File: src/hw/rtl/fds_pkg.sv
// ----------------------------------------------------------------------------
// fds_pkg
// Widths, pipeline depths and register indexes shared by the dielectric
// sampler and its square-root and divider pipelines.
// ----------------------------------------------------------------------------
package fds_pkg;

    // port widths
    localparam int DirW   = 16;
    localparam int RandW  = 16;
    localparam int IdxW   = 16;
    localparam int RsqW   = 20;
    localparam int DataW  = 32;
    localparam int AddrW  = 4;
    localparam int RegIdxW = AddrW - 2;

    // register indexes
    localparam logic [RegIdxW-1:0] RegIncident    = 2'd0;
    localparam logic [RegIdxW-1:0] RegTransmitted = 2'd1;
    localparam logic [RegIdxW-1:0] RegRatio       = 2'd2;
    localparam logic [RegIdxW-1:0] RegRatioSq     = 2'd3;

    // datapath widths
    localparam int DpW     = 2 * DirW;        // I_k * N_k
    localparam int DotW    = DpW + 2;         // I.N
    localparam int CosW    = DotW + 1 - 14;   // cos_i, Q.14
    localparam int CcW     = 2 * CosW;        // cos_i squared
    localparam int RivW    = IdxW + 1 + DirW; // ratio * I_k
    localparam int RcosW   = IdxW + 1 + CosW; // ratio * cos_i
    localparam int DnW     = DotW + DirW;     // dot * N_k
    localparam int RflSumW = DnW + 2;
    localparam int RflW    = RflSumW - 28;    // rounded reflection component
    localparam int SinW    = 29;              // sin2_i, Q.28 up to 1.0
    localparam int S2tW    = RsqW + SinW;     // sin2_t, Q.42
    localparam int Q42W    = 43;
    localparam int PW      = IdxW + 1 + CosW; // n * cos products
    localparam int CoefW   = PW + 1;
    localparam int CnW     = CoefW + DirW;
    localparam int RfrSumW = CnW + 2;
    localparam int RfrW    = RfrSumW - 27;    // rounded refraction component
    localparam int SqW     = 35;              // clamped quotient squared

    // square root pipeline
    localparam int SqrtInW      = Q42W - 14;
    localparam int SqrtOutW     = 15;
    localparam int SqrtIters    = SqrtOutW;
    localparam int SqrtPerStage = 3;
    localparam int SqrtStages   = SqrtIters / SqrtPerStage;
    localparam int SqrtWorkW    = SqrtInW + 1;
    localparam int SqrtTopShift = 2 * (SqrtIters - 1);

    // divider pipeline
    localparam int DivW        = PW + 1;
    localparam int FracW       = 16;
    localparam int QuoW        = 18;
    localparam int RemW        = DivW + QuoW;
    localparam int DivPerStage = 2;
    localparam int DivStages   = QuoW / DivPerStage;

    // total pipeline depth
    localparam int NumStages = 6 + SqrtStages + 2 + DivStages + 2;

endpackage

File: src/hw/rtl/fds_isqrt.sv
// ----------------------------------------------------------------------------
// fds_isqrt
// Pipelined integer square root, three result bits per stage.
// ----------------------------------------------------------------------------
module fds_isqrt import fds_pkg::*; (
    input  logic                aclk,
    input  logic                en,
    input  logic [SqrtInW-1:0]  rad,
    output logic [SqrtOutW-1:0] root
);

    logic [SqrtWorkW-1:0] v_reg [SqrtStages-1];
    logic [SqrtWorkW-1:0] r_reg [SqrtStages];

    for (genvar j = 0; j < SqrtStages; j++) begin : g_stage
        logic [SqrtWorkW-1:0] v_in, r_in, v_next, r_next, bitv;

        if (j == 0) begin : g_head
            assign v_in = SqrtWorkW'(rad);
            assign r_in = '0;
        end else begin : g_tail
            assign v_in = v_reg[j-1];
            assign r_in = r_reg[j-1];
        end

        // restoring square root steps
        always_comb begin
            v_next = v_in;
            r_next = r_in;
            bitv   = '0;
            for (int k = 0; k < SqrtPerStage; k++) begin
                bitv = SqrtWorkW'(1) << (SqrtTopShift - 2 * (j * SqrtPerStage + k));
                if (v_next >= r_next + bitv) begin
                    v_next = v_next - (r_next + bitv);
                    r_next = (r_next >> 1) + bitv;
                end else begin
                    r_next = r_next >> 1;
                end
            end
        end

        always_ff @(posedge aclk) begin
            if (en) begin
                r_reg[j] <= r_next;
            end
        end

        if (j < SqrtStages - 1) begin : g_keep
            always_ff @(posedge aclk) begin
                if (en) begin
                    v_reg[j] <= v_next;
                end
            end
        end
    end

    assign root = r_reg[SqrtStages-1][SqrtOutW-1:0];

endmodule

File: config.mk
export PLATFORM = sky130hd
export DESIGN_NAME = fds_isqrt
export DESIGN_NICKNAME = d
export VERILOG_FILES = /design/src/hw/rtl/fds_pkg.sv /design/src/hw/rtl/fds_isqrt.sv
export SDC_FILE = /design/constraint.sdc
export NUM_CORES = 1
export LEC_CHECK = 0
export BUFFER_PORTS_ARGS = -buffer_cell sky130_fd_sc_hd__clkbuf_2
export CAP_MARGIN = 20
export CORE_ASPECT_RATIO = 2
export CORE_UTILIZATION = 64
export DETAILED_ROUTE_END_ITERATION = 16
export PLACE_DENSITY = 0.82
export SLEW_MARGIN = 10
export SYNTH_ARGS = -nofsm -noshare
export SYNTH_HDL_FRONTEND = slang
export SYNTH_SLANG_ARGS = --single-unit
File: constraint.sdc
create_clock -name aclk -period 8.3 [get_ports aclk]
set_clock_uncertainty 0.05 [all_clocks]
set_input_delay 0.83 -clock aclk [delete_from_list [all_inputs] [get_ports aclk]]
set_output_delay 0.83 -clock aclk [all_outputs]
set_load 0.05 [all_outputs]
==> run_results.csv <==
group,metric,value,unit
outcome,status,"complete, no violations",
setup_path,crit_start,"r_reg[0][51]",
pwr,clkPwrFrac,12.4,%
worst_hold_path,hp-class,"reg2reg",
sta,postLayoutSetupSlackWorst,0.3657,ns
pwr,power_density,401.2,mW/mm^2
job,max_cap_violations,0,
pwr,swShare,48.91,%
cts,root_buffer,"clkbuf_16",
grt,grt_pass1_vias,13920,
setup_path,critPathRequiredTime,8.45,ns
yosys,synthCells,1573,
setup_path,cp_common_cell,"a21o_1",
layout,fillers,1784,
grt,grt_use_total,42.01,%
layout,drive_above_1_share,11.06,%
yosys,async_flop_share,0,%
setup_path,critPathKind,"reg2reg",
grt,grt_max_degree,90,
placed_design,dpl.hpwl,35140,um
yosys,yosys.area.top_type_share,34.30,%
setup_path,worstPathArrival,8.08,ns
placed_design,place_ws,0.09094,ns
yosys,netlist_area,0.01445,mm^2
sta,worst_pin_slew,1.102,ns
sta,fin_crit_sh,95.59,%
cts,worstSkewPairLatency,0.46,ns
floorplan,die_height,214.5,um
layout,fin_nets,1793,
route,drt_iter0_markers,767,
floorplan,start_util,65.19,%
pwr,share_comb_of_total_power,65.6,%
floorplan,core,0.02216,mm^2
grt,grt_overflow,0,
setup_path,crit-reg2reg-launch,"r_reg[0][51]",
yosys,synthesis.nets,1742,
sta,period_needed,7.934,ns
pwr,ir_worst_vdd,0.0002881,V
route,drt-total-wl,46150,um
cts,cts_setup_buffers,0,
pwr,intPower,0.003207,W
layout,syn_to_final_growth,8.324,%
pwr,power.leakage,6.342,nW
grt,antenna_found_initial,1,
yosys,ys_seq_elements,165,
yosys,ys_types,100,
yosys,ys_seq_area_share,34.30,%
sta,slew_violations,0,
layout,largest_reg_flops,120,
yosys,yosys.area.top_type,"edfxtp_1",
route,via_count,13190,
setup_path,slowest_stage,"or4_1",
pwr,seqPwrFrac,22.0,%
setup_path,critPathTopFamily,"simple AND/OR/NAND/NOR gates",
yosys,ys_top_cells_by_area,"edfxtp_1 34%, ha_1 12%, xnor2_1 5.2%",
setup_path,crit_fanout,16,
pwr,switchingPower,0.003071,W
cts,h-tree-depth,4,
floorplan,die_area,0.02321,mm^2
cts,cts_tree,"yes",
setup_path,cp_slowest_stage_delay,0.59,ns
route,wl_per_cell,24.13,um
layout,multi_input_area,0.008976,mm^2
route,viasPerCell,6.893,
setup_path,start_kind,"flip-flop",
yosys,ys_warn_count,0,
layout,antenna_cells,0,
floorplan,io_pins,46,
layout,seqCellArea,0.004955,mm^2
setup_path,path_buf_inv,3,
sta,fmax,126.0,MHz
yosys,synth_edf_count,165,
cts,clockBufferDepth,2,
yosys,synthFlopType,"edfxtp_1",
worst_hold_path,min_from,"v_reg[0][5]",
route,ant_nets,0,
cts,cts_sinks,165,
grt,grt_pass1_wl,72630,um
floorplan,die_x,108.2,um
placed_design,gp_congestion,1.003,
route,drcViolationCount,0,
yosys,syn_area_per_cell,9.184,um^2
route,first_pass_iters,6,
sta,hold_viol,0,
sta,holdWs,0.3997,ns
cts,cts_buffers,17,
placed_design,io_buffers,45,
sta,maxSlewHeadroom,26.56,%
floorplan,num_rows,77,
setup_path,crit_path_end_kind,"flip-flop",
cts,cts.clk_slew.worst_paths,0.07,ns
sta,finalSetupViolations,0,
[routing by layer]
| metal | global-route usage, % | up-vias | wire length [um] |
|---|---|---|---|
| met5 | 0.2232 | - | 0 |
| met4 | 44.43 | 0 | 5851 |
| met3 | 15.47 | 377 | 3068 |
| met2 | 74.61 | 688 | 24250 |
| met1 | 31.54 | 6089 | 12980 |
| li1 | - | 6033 | - |
[worst register-to-register path, delay by kind of cell (launching register included)]
family	cells	cell delay [ns]
simple gates	11	2.77
compound gates	12	2.35
buf+inv	3	0.62
flops	1	0.47
mux	1	0.35
fa+ha+maj	3	1.08
[power groups by stage]
stage	registers (W)	logic, W	clock network, W
global route	0.00139	0.00451	0.000809
finish	0.00138	0.00412	0.000779
floorplan	0.00133	0.00303	0
global placement	0.00138	0.00387	0
CTS	0.00137	0.00398	0.000776
detailed placement	0.00139	0.00395	0
[worst paths after layout]
path | slack [ns] | cells after the start | endpoint
worst max-delay path | 0.37 | 30 | v_reg[2][20]
worst min-delay path | 0.40 | 0 | v_reg[1][5]
worst max register to register | 0.37 | 30 | v_reg[2][20]
worst min register to register | 0.40 | 0 | v_reg[1][5]
[cell usage after synthesis (all sizes together), types with 5 or more instances]
cell type	number
or2	11
nand2	125
o31ai	22
nand3	44
a2111oi	8
edfxtp	165
o21ai	97
a211oi	14
xnor2	85
o2111ai	5
a31oi	20
and2	11
or3	11
a31o	10
nor3	39
o41ai	8
o21a	26
clkbuf	13
nor4	34
mux2	12
and3	14
o211ai	13
a21o	47
xor2	42
nand4b	5
ha	138
o21bai	8
buf	22
mux2i	8
o31a	9
a21oi	147
nand2b	13
nor2	124
nand4	28
nor2b	18
or4	8
inv	102
a21boi	7
nor3b	7
[layout by cell type, fill, tap and decap left out, types with 30 or more instances in the layout]
cell | Yosys | routed
a21o_1 | 47 | 47
a21oi_1 | 143 | 142
clkbuf_2 | 0 | 44
edfxtp_1 | 165 | 165
ha_1 | 138 | 138
inv_1 | 97 | 96
nand2_1 | 125 | 124
nand3_1 | 42 | 40
nor2_1 | 121 | 121
nor3_1 | 36 | 35
nor4_1 | 31 | 30
o21ai_0 | 86 | 86
xnor2_1 | 85 | 85
xor2_1 | 42 | 42
[through the flow]
step | util, % | power (W) | TNS [ns] | std cells | instance area, um^2
final | 70.62 | 0.006279 | 0 | 1913 | 15650
after global routing | 70.62 | 0.006710 | -0.0001688 | 1913 | 15650
after global placement | 67.72 | 0.005251 | 0 | 1880 | 15010
after CTS | 70.28 | 0.006126 | 0 | 1912 | 15570
after floorplan | - | 0.004354 | 0 | 1573 | 14450
after detailed placement | 67.72 | 0.005340 | 0 | 1880 | 15010
[logic make-up (layout without fill, tap and decap cells)]
group	after synthesis	after routing	synth area share, %
compound gates	472	472	22.07
fa+ha+maj	138	138	11.95
simple gates	513	513	18.48
mux	20	20	1.490
flops	165	165	34.30
buf+inv	138	202	4.010
xor+xnor	127	127	7.700
[cell type report]
class,count,share of cell area [%]
flip-flops and latches,165,31.66
well taps,276,2.207
repair buffers,67,2.615
multi-input cells,1270,57.36
clock buffers,17,2.718
clock inverters,15,0.9115
inverters,103,2.527
[repair_timing]
action                                  4_1_cts  5_1_grt
hold buffers                                  0        0
endpoints found under the setup margin        0       23
resized for setup                             0       13
(Power assumes the default switching activity.)
